$ cat src/hw/rtl/parbp_pkg.sv
// Shared types and codes for the PWM audio ring buffer player.
package parbp_pkg;

  // Item operation codes
  typedef enum logic [2:0] {
    MODE_TICK   = 3'd0,
    MODE_PUSH   = 3'd1,
    MODE_PLAY   = 3'd2,
    MODE_PAUSE  = 3'd3,
    MODE_STOP   = 3'd4,
    MODE_STATUS = 3'd5
  } mode_t;

  // Configuration register indexes
  localparam int unsigned CFG_IDX_W = 2;
  localparam logic [CFG_IDX_W-1:0] CFG_HALF_RATE = 2'd0;
  localparam logic [CFG_IDX_W-1:0] CFG_STEREO    = 2'd1;
  localparam logic [CFG_IDX_W-1:0] CFG_BRIDGE    = 2'd2;

  localparam int unsigned SAMPLE_W  = 8;
  localparam logic [SAMPLE_W-1:0] MID_LEVEL = 8'd127;

  // Per-item status carried from the control stage to the output stage
  typedef struct packed {
    logic left_load;     // left duty loads from read port A
    logic right_load;    // right duty loads this tick
    logic right_from_b;  // stereo: right comes from read port B, else copy of A
    logic playing;
    logic stopped;
    logic paused;
    logic seen;
    logic dropped;
  } item_flags_t;

endpackage

$ cat src/hw/rtl/parbp_in_if.sv
// Input channel: operation beats with an optional sample byte.
interface parbp_in_if;
  import parbp_pkg::*;

  logic                valid;
  logic                ready;
  logic [2:0]          mode;
  logic [SAMPLE_W-1:0] sample_byte;

  modport source (output valid, output mode, output sample_byte, input ready);
  modport sink   (input valid, input mode, input sample_byte, output ready);
endinterface

$ cat src/hw/rtl/parbp_ctrl.sv
// Control stage: ring indices, fill count, playback flags and RAM requests.
module parbp_ctrl #(
  parameter int unsigned BUFFER_BYTES = 1024,
  localparam int unsigned AW = $clog2(BUFFER_BYTES),
  localparam int unsigned CW = $clog2(BUFFER_BYTES + 1)
) (
  input  logic                              clk,
  input  logic                              rst_n,
  parbp_in_if.sink                          in_ch,
  input  logic                              cfg_we,
  input  logic [parbp_pkg::CFG_IDX_W-1:0]   cfg_index,
  input  logic                              cfg_data,
  input  logic                              s2_free,
  output logic                              s1_valid,
  output parbp_pkg::item_flags_t            s1_flags,
  output logic [CW-1:0]                     s1_fill,
  output logic                              ram_we,
  output logic [AW-1:0]                     ram_waddr,
  output logic [parbp_pkg::SAMPLE_W-1:0]    ram_wdata,
  output logic                              ram_re,
  output logic [AW-1:0]                     ram_raddr_a,
  output logic [AW-1:0]                     ram_raddr_b
);
  import parbp_pkg::*;

  localparam logic [AW-1:0] LAST_IDX = AW'(BUFFER_BYTES - 1);
  localparam logic [CW-1:0] FULL_CNT = CW'(BUFFER_BYTES);

  logic [AW-1:0] rd_idx_r, rd_idx_nxt;
  logic [AW-1:0] wr_idx_r, wr_idx_nxt;
  logic [CW-1:0] count_r, count_nxt;
  logic          playing_r, playing_nxt;
  logic          stopped_r, stopped_nxt;
  logic          underrun_r, underrun_nxt;
  logic          phase_r, phase_nxt;
  logic          half_rate_r, stereo_r, bridge_r;
  logic          s1_valid_r, s1_valid_nxt;
  item_flags_t   flags_r, flags_nxt;
  logic [CW-1:0] fill_r;

  logic          accept;
  logic          load;
  logic          seen;
  logic [AW-1:0] rd_idx_p1, rd_idx_p2, wr_idx_p1;

  // next ring positions, wrapping at any depth
  assign rd_idx_p1 = (rd_idx_r  == LAST_IDX) ? '0 : rd_idx_r  + AW'(1);
  assign rd_idx_p2 = (rd_idx_p1 == LAST_IDX) ? '0 : rd_idx_p1 + AW'(1);
  assign wr_idx_p1 = (wr_idx_r  == LAST_IDX) ? '0 : wr_idx_r  + AW'(1);

  assign in_ch.ready = !s1_valid_r || s2_free;
  assign accept      = in_ch.valid && in_ch.ready;

  // item decode and state update
  always_comb begin
    rd_idx_nxt   = rd_idx_r;
    wr_idx_nxt   = wr_idx_r;
    count_nxt    = count_r;
    playing_nxt  = playing_r;
    stopped_nxt  = stopped_r;
    underrun_nxt = underrun_r;
    phase_nxt    = phase_r;
    load         = 1'b0;
    flags_nxt    = '0;
    ram_we       = 1'b0;

    case (in_ch.mode)
      MODE_TICK: begin
        if (playing_r) begin
          if (half_rate_r) begin
            phase_nxt = !phase_r;
          end
          if (!half_rate_r || !phase_r) begin
            if (count_r > CW'(1)) begin
              load                = 1'b1;
              flags_nxt.left_load = 1'b1;
              if (stereo_r) begin
                count_nxt              = count_r - CW'(2);
                rd_idx_nxt             = rd_idx_p2;
                flags_nxt.right_load   = 1'b1;
                flags_nxt.right_from_b = 1'b1;
              end else begin
                count_nxt            = count_r - CW'(1);
                rd_idx_nxt           = rd_idx_p1;
                flags_nxt.right_load = bridge_r;
              end
            end else begin
              underrun_nxt = 1'b1;
            end
          end
        end
      end
      MODE_PUSH: begin
        if (count_r >= FULL_CNT) begin
          flags_nxt.dropped = 1'b1;
        end else begin
          ram_we     = accept;
          wr_idx_nxt = wr_idx_p1;
          count_nxt  = count_r + CW'(1);
        end
      end
      MODE_PLAY: begin
        // replay while playing restarts from an empty buffer
        if (playing_r) begin
          rd_idx_nxt = '0;
          wr_idx_nxt = '0;
          count_nxt  = '0;
        end
        playing_nxt = 1'b1;
        stopped_nxt = 1'b0;
      end
      MODE_PAUSE: begin
        if (!stopped_r) begin
          playing_nxt = !playing_r;
        end
      end
      MODE_STOP: begin
        rd_idx_nxt  = '0;
        wr_idx_nxt  = '0;
        count_nxt   = '0;
        playing_nxt = 1'b0;
        stopped_nxt = 1'b1;
      end
      default: begin
      end
    endcase

    seen = underrun_nxt;
    if (in_ch.mode == MODE_STATUS) begin
      underrun_nxt = 1'b0;
    end

    flags_nxt.playing = playing_nxt;
    flags_nxt.stopped = stopped_nxt;
    flags_nxt.paused  = !playing_nxt && !stopped_nxt;
    flags_nxt.seen    = seen;
  end

  // stage 1 occupancy
  always_comb begin
    if (accept) begin
      s1_valid_nxt = 1'b1;
    end else if (s2_free) begin
      s1_valid_nxt = 1'b0;
    end else begin
      s1_valid_nxt = s1_valid_r;
    end
  end

  // control state and configuration
  always_ff @(posedge clk) begin
    if (!rst_n) begin
      rd_idx_r    <= '0;
      wr_idx_r    <= '0;
      count_r     <= '0;
      playing_r   <= 1'b0;
      stopped_r   <= 1'b1;
      underrun_r  <= 1'b0;
      phase_r     <= 1'b0;
      half_rate_r <= 1'b0;
      stereo_r    <= 1'b0;
      bridge_r    <= 1'b0;
      s1_valid_r  <= 1'b0;
    end else begin
      s1_valid_r <= s1_valid_nxt;
      if (accept) begin
        rd_idx_r   <= rd_idx_nxt;
        wr_idx_r   <= wr_idx_nxt;
        count_r    <= count_nxt;
        playing_r  <= playing_nxt;
        stopped_r  <= stopped_nxt;
        underrun_r <= underrun_nxt;
        phase_r    <= phase_nxt;
      end
      if (cfg_we) begin
        case (cfg_index)
          CFG_HALF_RATE: half_rate_r <= cfg_data;
          CFG_STEREO:    stereo_r    <= cfg_data;
          CFG_BRIDGE:    bridge_r    <= cfg_data;
          default: begin
          end
        endcase
      end
    end
  end

  // stage 1 payload
  always_ff @(posedge clk) begin
    if (accept) begin
      flags_r <= flags_nxt;
      fill_r  <= count_nxt;
    end
  end

  assign s1_valid    = s1_valid_r;
  assign s1_flags    = flags_r;
  assign s1_fill     = fill_r;
  assign ram_waddr   = wr_idx_r;
  assign ram_wdata   = in_ch.sample_byte;
  assign ram_re      = accept && load;
  assign ram_raddr_a = rd_idx_r;
  assign ram_raddr_b = rd_idx_p1;

endmodule

$ cat src/flat_wrapper.sv
// flat-port wrapper written by rule: the top's interface ports become plain ports
module parbp_ctrl_flat import parbp_pkg::*;
#(
  parameter int unsigned BUFFER_BYTES = 1024,
  localparam int unsigned AW = $clog2(BUFFER_BYTES),
  localparam int unsigned CW = $clog2(BUFFER_BYTES + 1)
)
  (clk, rst_n, cfg_we, cfg_index, cfg_data, s2_free, s1_valid, s1_flags, s1_fill, ram_we, ram_waddr, ram_wdata, ram_re, ram_raddr_a, ram_raddr_b, in_ch_valid, in_ch_mode, in_ch_sample_byte, in_ch_ready);
  parbp_in_if in_ch_i ();
  input  logic clk;
  input  logic rst_n;
  input  logic cfg_we;
  input  logic [parbp_pkg::CFG_IDX_W-1:0] cfg_index;
  input  logic cfg_data;
  input  logic s2_free;
  output logic s1_valid;
  output parbp_pkg::item_flags_t s1_flags;
  output logic [CW-1:0] s1_fill;
  output logic ram_we;
  output logic [AW-1:0] ram_waddr;
  output logic [parbp_pkg::SAMPLE_W-1:0] ram_wdata;
  output logic ram_re;
  output logic [AW-1:0] ram_raddr_a;
  output logic [AW-1:0] ram_raddr_b;
  input wire logic [$bits(in_ch_i.valid)-1:0] in_ch_valid;
  input wire logic [$bits(in_ch_i.mode)-1:0] in_ch_mode;
  input wire logic [$bits(in_ch_i.sample_byte)-1:0] in_ch_sample_byte;
  output wire logic [$bits(in_ch_i.ready)-1:0] in_ch_ready;
  assign in_ch_i.valid = in_ch_valid;
  assign in_ch_i.mode = in_ch_mode;
  assign in_ch_i.sample_byte = in_ch_sample_byte;
  assign in_ch_ready = in_ch_i.ready;
  parbp_ctrl #(.BUFFER_BYTES(BUFFER_BYTES)) u_core (.clk(clk), .rst_n(rst_n), .in_ch(in_ch_i), .cfg_we(cfg_we), .cfg_index(cfg_index), .cfg_data(cfg_data), .s2_free(s2_free), .s1_valid(s1_valid), .s1_flags(s1_flags), .s1_fill(s1_fill), .ram_we(ram_we), .ram_waddr(ram_waddr), .ram_wdata(ram_wdata), .ram_re(ram_re), .ram_raddr_a(ram_raddr_a), .ram_raddr_b(ram_raddr_b));
endmodule
$ cat config.mk
export PLATFORM = sky130hd
export DESIGN_NAME = parbp_ctrl_flat
export DESIGN_NICKNAME = d
export VERILOG_FILES = /design/src/hw/rtl/parbp_pkg.sv /design/src/hw/rtl/parbp_in_if.sv /design/src/hw/rtl/parbp_ctrl.sv /design/src/flat_wrapper.sv
export SDC_FILE = /design/constraint.sdc
export NUM_CORES = 1
export LEC_CHECK = 0
export BUFFER_PORTS_ARGS = -buffer_cell sky130_fd_sc_hd__buf_2
export CORE_MARGIN = 4
export CORE_UTILIZATION = 30
export DETAILED_ROUTE_END_ITERATION = 10
export GPL_ROUTABILITY_DRIVEN = 0
export HOLD_SLACK_MARGIN = 0.03
export SYNTH_ARGS = -nofsm -noshare
export SYNTH_HDL_FRONTEND = slang
export SYNTH_SLANG_ARGS = --single-unit
$ cat constraint.sdc
create_clock -name clk -period 4.8 [get_ports clk]
set_clock_uncertainty 0.05 [all_clocks]
set_input_delay 0.96 -clock clk [delete_from_list [all_inputs] [get_ports clk]]
set_output_delay 0.96 -clock clk [all_outputs]
set_load 0.01 [all_outputs]
==> impl_metrics.json <==
{
  "status": "finished clean",
  "grt_max_degree": 37,
  "rsz0062_at_grt": "no",
  "finish.utilization": 0.358,
  "fp.dieW_um": 122,
  "finalHoldViolations": 0,
  "crit_path_end_kind": "primary output",
  "die_area_mm2": 0.0149,
  "syn_area_mm2": 0.00391,
  "root_buffer": "clkbuf_16",
  "regArea_mm2": 0.00135,
  "period_minus_slack_ns": 3.71,
  "peakVddDrop_mv": 0.139,
  "critPathLaunchType": "register",
  "async_reset_ff_frac": 0,
  "place_area_mm2": 0.00426,
  "vias": 3654,
  "switching_power_w": 0.000306,
  "cts_setup_buffers": 0,
  "critPathRequiredTime_ns": 3.79,
  "synth_ff_type": "dfxtp_1",
  "relSlewSlack": 0.392,
  "synth_seq_cells": 58,
  "period_share": 0.774,
  "synth.yosys.seq_area_share": 0.346,
  "clk_pin_slew_worst_paths_ns": 0.05,
  "start_util": 0.308,
  "grt_use_total": 0.142,
  "ctsHoldBuffers": 0,
  "num_antenna_cells": 0,
  "worst_pin_slew_ns": 0.906,
  "syn_inst": 473,
  "p_leak_nw": 1.77,
  "p_seq_frac": 0.430,
  "overflow": 0,
  "synth_simple_gate_area_share": 0.261,
  "place_ws_ns": 1.38,
  "mostFrequentLayoutCells": "buf_2, nor2_1, nand2_1, dfxtp_1, o21ai_0",
  "cts_resized": 0,
  "setup_tns_ns": 0,
  "multi_input_area_mm2": 0.00231,
  "firstDrtPassIters": 5,
  "crit_type": "reg -> out",
  "swShare": 0.245,
  "synth_edf_count": 19,
  "synth_xor_area_frac": 0.0717,
  "syn_avg_cell_area_um2": 8.26,
  "post-dp-hpwl_mm": 7.51,
  "p_int_w": 0.000945,
  "drive_above_1_share": 0.180,
  "yosysUniqueCellTypes": 67,
  "layout_commonest_cell": "buf_2",
  "pwr_density_cell_mw_per_mm2": 276,
  "p_comb_frac": 0.100,
  "clockBufferDepth": 2,
  "critPathArrivalTime_ns": 2.70,
  "synth_fp_nets": 500,
  "cts-buffers-inserted": 9,
  "port_buffers": 63,
  "finalInstanceArea_mm2": 0.00453,
  "grt_pass1_wl_mm": 17.0,
  "wire_per_inst_um": 15.2,
  "cp_max_fo": 12,
  "synth_top_family_by_area": "simple AND/OR/NAND/NOR gates",
  "muxShareOfSynthArea": 0.0128,
  "via_per_inst": 5.30,
  "die_h_um": 122,
  "rows": 41,
  "grt_pass1_vias": 3371,
  "synthAdderAreaFrac": 0.0256,
  "slew_viol_final": 0,
  "cts_htree_levels": 3,
  "max_cap_violations": 0,
  "antenna_found_initial": 0,
  "ys_warn_count": 0,
  "routed_wl_mm": 10.5,
  "num_io_pins": 80,
  "clock_latency_ns": 0.32,
  "min_path_type": "reg -> reg",
  "setup_viol": 0,
  "drc": 0,
  "synth-compound-area-share": 0.219,
  "fillers": 1347,
  "cts_sinks": 58,
  "post-route-worst-setup-slack_ns": 1.09,
  "cts_tree": "built",
  "clock_power_share": 0.470,
  "clock.fmax_mhz": 269,
  "ant_nets": 0,
  "areaGrowthSynthToFinish_pct": 16.0,
  "nNetsFinal": 540,
  "coreArea_mm2": 0.0127,
  "drtIter0Drc": 266
}
## cell families (layout without fill, tap and decap cells)
| kind of cell | after synthesis | in the layout |
|---|---|---|
| and+or+nand+nor | 193 | 193 |
| buffers and inverters | 50 | 95 |
| muxes | 5 | 5 |
| AOI/OAI and AO/OA | 127 | 127 |
| DFF | 58 | 58 |
| xor gates and xnor gates | 32 | 32 |
| adders and majority gates | 8 | 8 |
## critical path, cell delays in order (launching register included)
cell	delay [ns]
dfxtp_1	0.56
ha_1	0.46
nand4_1	0.31
nor3_1	0.71
nor2_1	0.15
buf_2	0.18
## flip-flops by register name (all words and copies together), names as in the netlist
name and cells:
u_core.bridge_r 1, u_core.count_r 11, u_core.half_rate_r 1, u_core.phase_r 1, u_core.playing_r 1, u_core.ram_raddr_a 10
u_core.ram_waddr 10, u_core.s1_fill 11, u_core.s1_flags 8, u_core.s1_valid 1, u_core.stereo_r 1, u_core.stopped_r 1
u_core.underrun_r 1
## Yosys cell counts (all sizes together), types with 8 or more instances
cell type	number	area, um^2
ha	8	100
a21oi	20	100
clkbuf	19	71.3
edfxtp	19	571
buf	17	124
o21ai	34	170
a21o	8	60.1
nor3	14	70.1
nand4	8	50.1
nor4	8	50.1
xor2	11	96.3
xnor2	21	184
nand3	22	115
dfxtp	39	781
nand2b	12	75.1
nor2	47	186
nand2	40	150
inv	14	52.6
o22ai	8	50.1
## power by group through the flow
stage	sequential [W]	combinational [W]	clock, W
3_5_place_dp	0.000547	0.000125	0
5_1_grt	0.000539	0.000140	0.000631
6_report	0.000537	0.000125	0.000588
2_1_floorplan	0.000546	0.0000927	0
4_1_cts	0.000537	0.000126	0.000604
3_3_place_gp	0.000546	0.000123	0
## per-stage QoR
| step | power [W] | cells | hold WS (ns) |
|---|---|---|---|
| final | 0.00125 | 690 | 0.448 |
| after global routing | 0.00131 | 690 | 0.475 |
| after CTS | 0.00127 | 690 | 0.450 |
| after detailed placement | 0.000672 | 674 | 0.439 |
| after global placement | 0.000670 | 674 | 0.434 |
| after floorplan | 0.000639 | 473 | 0.430 |
## path summary, 6_finish.rpt
check / startpoint / to / cells past startpoint / slack [ns]
worst max register to register: u_core.ram_raddr_a[0] / u_core.ram_raddr_a[5] / 7 / 1.87
worst max-delay path: u_core.ram_raddr_a[0] / ram_raddr_b[0] / 5 / 1.09
worst min-delay path: u_core.ram_waddr[1] / u_core.ram_waddr[1] / 2 / 0.45
worst min register to register: u_core.ram_waddr[1] / u_core.ram_waddr[1] / 2 / 0.45
## layer usage
layer	wire (um)	global-route usage	vias up
met5	0	0	-
met4	236	0.0623	0
met3	616	0.0344	15
met2	4640	0.213	119
met1	4980	0.194	1714
li1	-	-	1806
## final cells by class
cell class | count | share of cell area
clock buffers | 13 | 0.0574
multi-input cells | 365 | 0.509
inverters | 14 | 0.0116
clock inverters | 3 | 0.00331
well taps | 172 | 0.0475
repair buffers | 65 | 0.0729
flip-flops and latches | 58 | 0.298
Note: power is estimated with default switching activity, not from simulation.
