--- src/hw/rtl/parbp_pkg.sv ---
// Shared types and codes for the PWM audio ring buffer player.
package parbp_pkg;

  // Item operation codes
  typedef enum logic [2:0] {
    MODE_TICK   = 3'd0,
    MODE_PUSH   = 3'd1,
    MODE_PLAY   = 3'd2,
    MODE_PAUSE  = 3'd3,
    MODE_STOP   = 3'd4,
    MODE_STATUS = 3'd5
  } mode_t;

  // Configuration register indexes
  localparam int unsigned CFG_IDX_W = 2;
  localparam logic [CFG_IDX_W-1:0] CFG_HALF_RATE = 2'd0;
  localparam logic [CFG_IDX_W-1:0] CFG_STEREO    = 2'd1;
  localparam logic [CFG_IDX_W-1:0] CFG_BRIDGE    = 2'd2;

  localparam int unsigned SAMPLE_W  = 8;
  localparam logic [SAMPLE_W-1:0] MID_LEVEL = 8'd127;

  // Per-item status carried from the control stage to the output stage
  typedef struct packed {
    logic left_load;     // left duty loads from read port A
    logic right_load;    // right duty loads this tick
    logic right_from_b;  // stereo: right comes from read port B, else copy of A
    logic playing;
    logic stopped;
    logic paused;
    logic seen;
    logic dropped;
  } item_flags_t;

endpackage

--- src/hw/rtl/parbp_out_if.sv ---
// Result channel: duty values and player status, one beat per item.
interface parbp_out_if #(
  parameter int unsigned FILL_W = 11
);
  import parbp_pkg::*;

  logic                valid;
  logic                ready;
  logic [SAMPLE_W-1:0] left_duty;
  logic [SAMPLE_W-1:0] right_duty;
  logic                left_updated;
  logic                right_updated;
  logic                is_playing;
  logic                is_stopped;
  logic                is_paused;
  logic                underrun_seen;
  logic [FILL_W-1:0]   fill_level;
  logic                push_dropped;

  modport source (
    output valid, output left_duty, output right_duty, output left_updated,
    output right_updated, output is_playing, output is_stopped, output is_paused,
    output underrun_seen, output fill_level, output push_dropped, input ready
  );
  modport sink (
    input valid, input left_duty, input right_duty, input left_updated,
    input right_updated, input is_playing, input is_stopped, input is_paused,
    input underrun_seen, input fill_level, input push_dropped, output ready
  );
endinterface

--- src/hw/rtl/parbp_out.sv ---
// Output stage: duty registers loaded from RAM data, and the result register.
module parbp_out #(
  parameter int unsigned FILL_W = 11
) (
  input  logic                            clk,
  input  logic                            rst_n,
  input  logic                            s1_valid,
  input  parbp_pkg::item_flags_t          s1_flags,
  input  logic [FILL_W-1:0]               s1_fill,
  input  logic [parbp_pkg::SAMPLE_W-1:0]  rdata_a,
  input  logic [parbp_pkg::SAMPLE_W-1:0]  rdata_b,
  output logic                            s2_free,
  parbp_out_if.source                     out_ch
);
  import parbp_pkg::*;

  logic [SAMPLE_W-1:0] left_r, left_nxt;
  logic [SAMPLE_W-1:0] right_r, right_nxt;
  logic                out_valid_r;
  logic                advance;

  logic [SAMPLE_W-1:0] left_duty_r, right_duty_r;
  logic [FILL_W-1:0]   fill_level_r;
  item_flags_t         flags_out_r;

  assign s2_free = !out_valid_r || out_ch.ready;
  assign advance = s1_valid && s2_free;

  // duty update from the read data of this item
  always_comb begin
    left_nxt  = s1_flags.left_load ? rdata_a : left_r;
    right_nxt = right_r;
    if (s1_flags.right_load) begin
      right_nxt = s1_flags.right_from_b ? rdata_b : rdata_a;
    end
  end

  // duty state and result valid
  always_ff @(posedge clk) begin
    if (!rst_n) begin
      left_r      <= MID_LEVEL;
      right_r     <= MID_LEVEL;
      out_valid_r <= 1'b0;
    end else begin
      if (advance) begin
        left_r      <= left_nxt;
        right_r     <= right_nxt;
        out_valid_r <= 1'b1;
      end else if (out_ch.ready) begin
        out_valid_r <= 1'b0;
      end
    end
  end

  // result beat payload
  always_ff @(posedge clk) begin
    if (advance) begin
      left_duty_r  <= left_nxt;
      right_duty_r <= right_nxt;
      fill_level_r <= s1_fill;
      flags_out_r  <= s1_flags;
    end
  end

  assign out_ch.valid         = out_valid_r;
  assign out_ch.left_duty     = left_duty_r;
  assign out_ch.right_duty    = right_duty_r;
  assign out_ch.left_updated  = flags_out_r.left_load;
  assign out_ch.right_updated = flags_out_r.right_load;
  assign out_ch.is_playing    = flags_out_r.playing;
  assign out_ch.is_stopped    = flags_out_r.stopped;
  assign out_ch.is_paused     = flags_out_r.paused;
  assign out_ch.underrun_seen = flags_out_r.seen;
  assign out_ch.fill_level    = fill_level_r;
  assign out_ch.push_dropped  = flags_out_r.dropped;

endmodule

--- src/flat_wrapper.sv ---
// flat-port wrapper written by rule: the top's interface ports become plain ports
module parbp_out_flat import parbp_pkg::*;
#(
  parameter int unsigned FILL_W = 11
)
  (clk, rst_n, s1_valid, s1_flags, s1_fill, rdata_a, rdata_b, s2_free, out_ch_valid, out_ch_left_duty, out_ch_right_duty, out_ch_left_updated, out_ch_right_updated, out_ch_is_playing, out_ch_is_stopped, out_ch_is_paused, out_ch_underrun_seen, out_ch_fill_level, out_ch_push_dropped, out_ch_ready);
  parbp_out_if #(.FILL_W(FILL_W)) out_ch_i ();
  input  logic clk;
  input  logic rst_n;
  input  logic s1_valid;
  input  parbp_pkg::item_flags_t s1_flags;
  input  logic [FILL_W-1:0] s1_fill;
  input  logic [parbp_pkg::SAMPLE_W-1:0] rdata_a;
  input  logic [parbp_pkg::SAMPLE_W-1:0] rdata_b;
  output logic s2_free;
  output wire logic [$bits(out_ch_i.valid)-1:0] out_ch_valid;
  output wire logic [$bits(out_ch_i.left_duty)-1:0] out_ch_left_duty;
  output wire logic [$bits(out_ch_i.right_duty)-1:0] out_ch_right_duty;
  output wire logic [$bits(out_ch_i.left_updated)-1:0] out_ch_left_updated;
  output wire logic [$bits(out_ch_i.right_updated)-1:0] out_ch_right_updated;
  output wire logic [$bits(out_ch_i.is_playing)-1:0] out_ch_is_playing;
  output wire logic [$bits(out_ch_i.is_stopped)-1:0] out_ch_is_stopped;
  output wire logic [$bits(out_ch_i.is_paused)-1:0] out_ch_is_paused;
  output wire logic [$bits(out_ch_i.underrun_seen)-1:0] out_ch_underrun_seen;
  output wire logic [$bits(out_ch_i.fill_level)-1:0] out_ch_fill_level;
  output wire logic [$bits(out_ch_i.push_dropped)-1:0] out_ch_push_dropped;
  input wire logic [$bits(out_ch_i.ready)-1:0] out_ch_ready;
  assign out_ch_valid = out_ch_i.valid;
  assign out_ch_left_duty = out_ch_i.left_duty;
  assign out_ch_right_duty = out_ch_i.right_duty;
  assign out_ch_left_updated = out_ch_i.left_updated;
  assign out_ch_right_updated = out_ch_i.right_updated;
  assign out_ch_is_playing = out_ch_i.is_playing;
  assign out_ch_is_stopped = out_ch_i.is_stopped;
  assign out_ch_is_paused = out_ch_i.is_paused;
  assign out_ch_underrun_seen = out_ch_i.underrun_seen;
  assign out_ch_fill_level = out_ch_i.fill_level;
  assign out_ch_push_dropped = out_ch_i.push_dropped;
  assign out_ch_i.ready = out_ch_ready;
  parbp_out #(.FILL_W(FILL_W)) u_core (.clk(clk), .rst_n(rst_n), .s1_valid(s1_valid), .s1_flags(s1_flags), .s1_fill(s1_fill), .rdata_a(rdata_a), .rdata_b(rdata_b), .s2_free(s2_free), .out_ch(out_ch_i));
endmodule
--- config.mk ---
export PLATFORM = sky130hd
export DESIGN_NAME = parbp_out_flat
export DESIGN_NICKNAME = d
export VERILOG_FILES = /design/src/hw/rtl/parbp_pkg.sv /design/src/hw/rtl/parbp_out_if.sv /design/src/hw/rtl/parbp_out.sv /design/src/flat_wrapper.sv
export SDC_FILE = /design/constraint.sdc
export NUM_CORES = 1
export LEC_CHECK = 0
export BUFFER_PORTS_ARGS = -buffer_cell sky130_fd_sc_hd__buf_2
export CORE_ASPECT_RATIO = 1.25
export CORE_MARGIN = 10
export CORE_UTILIZATION = 35
export CTS_BUF_LIST = sky130_fd_sc_hd__clkbuf_16
export CTS_CLUSTER_DIAMETER = 120
export CTS_CLUSTER_SIZE = 8
export DETAILED_ROUTE_END_ITERATION = 10
export PLACE_DENSITY = 0.7
export SLEW_MARGIN = 20
export SYNTH_ARGS = -nofsm -noshare
export SYNTH_HDL_FRONTEND = slang
export SYNTH_SLANG_ARGS = --single-unit
--- constraint.sdc ---
create_clock -name clk -period 3.09 [get_ports clk]
set_clock_uncertainty 0.15 [all_clocks]
set_input_delay 0.309 -clock clk [delete_from_list [all_inputs] [get_ports clk]]
set_output_delay 0.309 -clock clk [all_outputs]
set_load 0.1 [all_outputs]
==> results.md, run 1 <==
* Final WS setup at about 0.83 ns
* TritonCTS buffer count at 5
* CTS Root Cell: clkbuf_16
* Synth Area per Inst at around 14 µm²
* Core ar. at approximately 5400 µm²
* Initial Util at 36.05%
* Clock power share at between 30 and 40%
* First-pass GRT wire length at about 7000 µm
* Most frequent cells in the layout: buf_2, edfxtp_1, dfxtp_1
* CTS resizes at 0
* Slew of the pin with the lowest slew margin at between 0.8 and 0.9 ns
* P_sw at approximately 0.53 mW
* Final Hold Viols at 0
* GP Congestion at between 0.7 and 0.8
* Area contributors post-synth: edfxtp_1, dfxtp_1, mux2_2, mux2i_1, nand3_1
* Bufs on Longest Clock Path at 2
* DR vias at roughly 1300
* Largest net degree at the start of global routing at between 40 and 50
* Fmax at roughly 440 MHz
* Layout Nets at 250
* Place WS at between 0.8 and 0.9 ns
* GR Util All Layers at 9.692%
* Primary FF master, synth: edfxtp_1
* CTS H-tree depth at 2
* Layout cell share with drive strength beyond 1 at 43.60%
* CP cell instances: nor2b_1, inv_6, buf_2
* Final period utilization at 73.24%
* CTS tree: done
* Largest area contributor in the netlist: edfxtp_1
* Via-per-instance ratio at 4.880
* Final setup violation count at 0
* Switching Fraction at between 30% and 40%
* # diodes at 0
* Die Height at approximately 100 µm
* CP max stage delay at 0.70 ns
* Total grt overflow at 0
* CP top delay family: simple AND/OR/NAND/NOR gates
* Leak Pwr at between 1 and 1.5 nW
* Clock sinks at slightly above 50
* Critical path peak fanout at 18
* Area growth syn-to-layout at 27.49%
* Slowest cell on crit path: nor2b_1
* Clk pin slew, worst setup/hold paths at 0.06 ns
* First-pass DRT Iterations at 4
* Initial antenna violation count at 0
* Vias in the first global route at ~1400
* Dpl hpwl at ~3400 µm
* Total negative slack at 0 ns
* WP depth at 3
* RSZ-0062 raised after global routing: false
* Drt total wl at about 4600 µm
* DIE AREA at roughly 9000 µm²
* Final Max Slew Viols at 0
* Final min period at approximately 2.3 ns
* Commonest non-fill, non-tap cell in the layout: buf_2
* Pwr per Cell Area at just under 700 nW/µm²
* Hold Path Class: in -> reg
* Sequential share of power at between 40% and 50%
* WL/cell at 16.64 µm
* Die X at between 80 and 90 µm
* VDD IR max at ~0.25 mV
* CP arrival at approximately 1.8 ns
* Slew margin rel. at 41.83%
* Ys Warns at 0
* Power Internal at roughly 1.2 mW
* # rows at 30
* Netlist Area Pre-Place at a little under 2000 µm²
* Post-synth EDFFs at 34
* Clock Latency Late Sink at around 0.28 ns
* Post-DRT Antenna Nets at 0
* Max Cap Viol at 0
* Mapped Cells at ~140
* Cell depth of the worst hold path at 1
* Crit end category: primary output
* Yosys top cell area share at 52.04%
* Netlist cell types at 21
* CP startpoint kind: flip-flop
* Comb power frac at between 20% and 30%
* Hold-fix buffers, CTS at 0
* Async SR Flop Fraction at 0%
* DRC viols at 0
* Post-CTS setup buffer count at 0
* Quantity of I/O buffers inserted on ports at 74
* I/O pin count at between 70 and 80
* Status: finished clean
* Starting DRC count in detailed routing at around 70
* Synth Register Bits at 51
* Buf/Inv on CP at 2
* Worst Path Required at 2.63 ns
* Setup CP Type: reg -> out
* Register area share after synthesis at a little over two thirds
* Post-Syn Nets at between 150 and 200
* R2R setup slack at around 1.1 ns
* R2R cell count at 3
## metrics by stage
stage	utilization [%]	instances	total power [mW]	cell area [µm²]	hold WS (ns)
after floorplan	-	138	1.118	1962	0.2579
after global placement	42.99	267	1.183	2340	0.3365
after detailed placement	42.99	267	1.186	2340	0.3345
after CTS	45.45	274	1.692	2474	0.04562
after global routing	45.95	275	1.746	2501	0.03994
final	45.95	275	1.683	2501	0.05041
## per-layer routing
| layer | wire (µm) | share of wire, % | up-vias | global-route usage [%] |
|---|---|---|---|---|
| li1 | - | - | 665 | - |
| met1 | 1828 | 40 | 619 | 11.05 |
| met2 | 2190 | 48 | 56 | 15.41 |
| met3 | 537 | 12 | 2 | 5.016 |
| met4 | 19 | 0.42 | 0 | 2.436 |
| met5 | 0 | 0 | - | 0 |
## power groups by stage
stage	Sequential, mW	Clock, mW	Combinational (mW)
global placement	0.811	0	0.372
detailed placement	0.812	0	0.374
floorplan	1.03	0	0.0909
CTS	0.797	0.520	0.375
global route	0.801	0.548	0.396
finish	0.796	0.509	0.377
## cell type report
type | count | area, µm²
clock buffers | 5 | 125.1
clock inverters | 2 | 8.758
fillers | 504 | 2942
inverters | 3 | 16.27
multi-input cells | 75 | 511.7
flip-flops and latches | 51 | 1361
well taps | 64 | 80.08
repair buffers | 75 | 397.9
## cell families after synthesis
| logic type | after synthesis | synth area share, % |
|---|---|---|
| buffers and inverters | 12 | 4.783 |
| AND/OR/NAND/NOR | 26 | 6.251 |
| multiplexers | 16 | 8.674 |
| flip-flops | 51 | 69.39 |
| AO/OA/AOI/OAI | 33 | 10.91 |
## synthesized netlist by cell type, types with 2 or more instances
master	n
edfxtp_1	34
dfxtp_1	17
nand3_1	14
a21oi_1	10
mux2_2	8
mux2i_1	8
nor2_1	8
a211o_1	7
a21boi_0	7
o21ai_0	7
buf_6	4
buf_4	3
clkbuf_2	2
nor3_1	2
## final timing paths
check / start / endpoint
setup / recovery: u_core.out_ch.valid / s2_free
hold reg to reg: u_core.left_r[5] / u_core.left_r[5]
hold / removal: s1_fill[8] / u_core.out_ch.fill_level[8]
setup reg to reg: u_core.out_ch.valid / u_core.out_ch.fill_level[4]
## flip-flops by register name, summed over array words and instances (netlist names)
name / cells
u_core.out_ch.fill_level: 11
u_core.out_ch.is_paused: 1
u_core.out_ch.push_dropped: 1
u_core.out_ch.is_stopped: 1
u_core.out_ch.right_updated: 1
u_core.out_ch.left_duty: 8
u_core.out_ch.underrun_seen: 1
u_core.left_r: 8
u_core.right_r: 8
u_core.out_ch.valid: 1
u_core.out_ch.right_duty: 8
u_core.out_ch.left_updated: 1
u_core.out_ch.is_playing: 1
No activity file was read; power rests on OpenSTA's default activity.
==> inputs of run 2 (changes only) <==
--- a/config.mk
+++ b/config.mk
@@ -13,7 +13,7 @@
 export CTS_CLUSTER_DIAMETER = 120
 export CTS_CLUSTER_SIZE = 8
 export DETAILED_ROUTE_END_ITERATION = 10
-export PLACE_DENSITY = 0.7
+export PLACE_DENSITY = 0.73
 export SLEW_MARGIN = 20
 export SYNTH_ARGS = -nofsm -noshare
 export SYNTH_HDL_FRONTEND = slang
==> constraint.sdc (replaced) <==
create_clock -name clk -period 1.96 [get_ports clk]
set_clock_uncertainty 0.15 [all_clocks]
set_input_delay 0.196 -clock clk [delete_from_list [all_inputs] [get_ports clk]]
set_output_delay 0.196 -clock clk [all_outputs]
set_load 0.1 [all_outputs]
==> run 2 against run 1 <==
Net effect: combinational power up 65%; via count increased by 9.1%; clock power increased by 63%; sequential share of layout area is 3.5 points lower; critical path depth unchanged; critical endpoint unchanged; power up 61%; largest cell class unchanged; largest power group unchanged; highest routed layer unchanged; utilization rose by 3.3 points; count of clock-buffer cells in the layout is the same; sequential cell count stayed put; sequential power up 58%; final cell count increased by 6.9%.
==> results.md, run 2 (same netlist as run 1, synthesis figures left out) <==
* Slowest cell on crit path: dfxtp_4 (was nor2b_1)
* DR vias at 1464 (was 1342)
* CP cell instances: nor2b_4, inv_6, buf_2 (was nor2b_1, inv_6, buf_2)
* Hold Path Class: in -> reg (unchanged)
* Die X at 86.97 µm (unchanged)
* Pwr per Cell Area at 1011 nW/µm² (was 672.8 nW/µm²)
* Crit end category: primary output (unchanged)
* CP startpoint kind: flip-flop (unchanged)
* GR Util All Layers at 10.79% (was 9.692%)
* WP depth at 3 (unchanged)
* TritonCTS buffer count at 5 (unchanged)
* Placed Cells at 270 (was 267)
* Core ar. at 5443 µm² (unchanged)
* Die Height at 103.7 µm (unchanged)
* Layout Nets at 268 (was 250)
* Clock Latency Late Sink at 0.29 ns (was 0.28 ns)
* Cell depth of the worst hold path at 2 (was 1)
* Fill count at 471 (was 504)
* Bufs on Longest Clock Path at 2 (unchanged)
* R2R setup slack at 0.48 ns (was 1.13 ns)
* Quantity of I/O buffers inserted on ports at 74 (unchanged)
* Max FFs per register at 11 (unchanged)
* Vias in the first global route at 1522 (was 1371)
* Placed inst area at 2366 µm² (was 2340 µm²)
* CTS tree: done (unchanged)
* Worst Path Required at 1.61 ns (was 2.63 ns)
* Final setup violation count at 0 (unchanged)
* # diodes at 0 (unchanged)
* CP arrival at 1.39 ns (was 1.80 ns)
* CTS Root Cell: clkbuf_16 (unchanged)
* Post-CTS setup buffer count at 0 (unchanged)
* Initial Util at 36.05% (unchanged)
* Final instance area at 2679 µm² (was 2501 µm²)
* Slew of the pin with the lowest slew margin at 0.5016 ns (was 0.8708 ns)
* Total negative slack at 0 ns (unchanged)
* Final Max Slew Viols at 0 (unchanged)
* CP max stage delay at 0.34 ns (was 0.70 ns)
* CP top delay family: buffers and inverters (was simple AND/OR/NAND/NOR gates)
* Leak Pwr at 1.106 nW (was 1.032 nW)
* CTS H-tree depth at 2 (unchanged)
* Most frequent cells in the layout: buf_2, edfxtp_1, dlygate4sd3_1, dfxtp_1, nand3_1 (was buf_2, edfxtp_1, dfxtp_1)
* Fin cells at 294 (was 275)
* GP Congestion at 0.7825 (was 0.7884)
* I/O pin count at 75 (unchanged)
* Dpl hpwl at 3599 µm (was 3437 µm)
* Status: finished clean (unchanged)
* VDD IR max at 0.4371 mV (was 0.2452 mV)
* Slew margin rel. at 66.79% (was 41.83%)
* Via-per-instance ratio at 4.980 (was 4.880)
* Clk pin slew, worst setup/hold paths at 0.07 ns (was 0.06 ns)
* Initial antenna violation count at 0 (unchanged)
* Critical path peak fanout at 18 (unchanged)
* First-pass GRT wire length at 7879 µm (was 7024 µm)
* Buf/Inv on CP at 2 (unchanged)
* First-pass DRT Iterations at 4 (unchanged)
* Final period utilization at ~89%
* Max Cap Viol at 0 (unchanged)
* WL/cell at 16.72 µm (was 16.64 µm)
* Total grt overflow at 0 (unchanged)
* Layout cell share with drive strength beyond 1 at 42.17% (was 43.60%)
* Commonest non-fill, non-tap cell in the layout: buf_2 (unchanged)
* Largest net degree at the start of global routing at 20 (was 43)
* Drt total wl at 4916 µm (was 4575 µm)
* Final Hold Viols at 0 (unchanged)
* # rows at 30 (unchanged)
* R2R cell count at 4 (was 3)
* Setup CP Type: reg -> out (unchanged)
* Starting DRC count in detailed routing at 87 (was 72)
* Fmax at roughly 570 MHz
* DRC viols at 0 (unchanged)
* Post-DRT Antenna Nets at 0 (unchanged)
* Area growth syn-to-layout at 36.54% (was 27.49%)
* Clock sinks at 51 (unchanged)
* DIE AREA at 9019 µm² (unchanged)
* Final min period at between 1.5 and 2 ns
* RSZ-0062 raised after global routing: false (unchanged)
run 2: cell type report:
| cell class | instances | area, µm² | share of cell area [%] |
|---|---|---|---|
| sequential | 51 | 1365 | 50.96 |
| timing repair buffer | 93 | 553.0 | 20.64 |
| multi-input combinational | 75 | 519.2 | 19.38 |
| clock buffer | 5 | 125.1 | 4.671 |
| tap | 64 | 80.08 | 2.989 |
| clock inverter | 3 | 20.02 | 0.7473 |
| inverter | 3 | 16.27 | 0.6072 |
run 2: power by group:
part | switching (mW) | internal, mW | total [mW]
logic | 0.482 | 0.141 | 0.623
registers | 0.0225 | 1.23 | 1.26
clock network | 0.360 | 0.470 | 0.830
run 2: worst paths after layout:
check	start	end
setup / recovery	u_core.out_ch.valid	s2_free
hold / removal	rst_n	u_core.left_r[5]
setup reg to reg	u_core.out_ch.valid	u_core.right_r[0]
hold reg to reg	u_core.left_r[5]	u_core.left_r[5]
run 2: layer usage:
metal	vias to the layer above	part of all wire, %	track usage (%)
li1	699	-	-
met5	-	0	0
met3	6	11	4.937
met1	691	41	12.76
met4	0	0.53	3.016
met2	68	48	16.98
run 2: through the flow:
step | hold slack, ns | setup WS, ns | util [%] | total power [mW]
after floorplan | 0.1449 | 0.04920 | - | 1.763
after global placement | 0.2232 | 0.1118 | 43.47 | 1.867
after detailed placement | 0.2244 | 0.08740 | 43.47 | 1.877
after CTS | 0.002982 | 0.03999 | 49.13 | 2.734
after global routing | 0.01963 | 0.1744 | 49.22 | 2.812
final | 0.007347 | 0.2200 | 49.22 | 2.709
run 2: what timing repair did:
action | in CTS | in global routing
pin swaps | 0 | 0
setup endpoints to repair | 1 | 1
hold buffers | 16 | 0
hold endpoints to repair | 16 | 0
resized for setup | 1 | 1
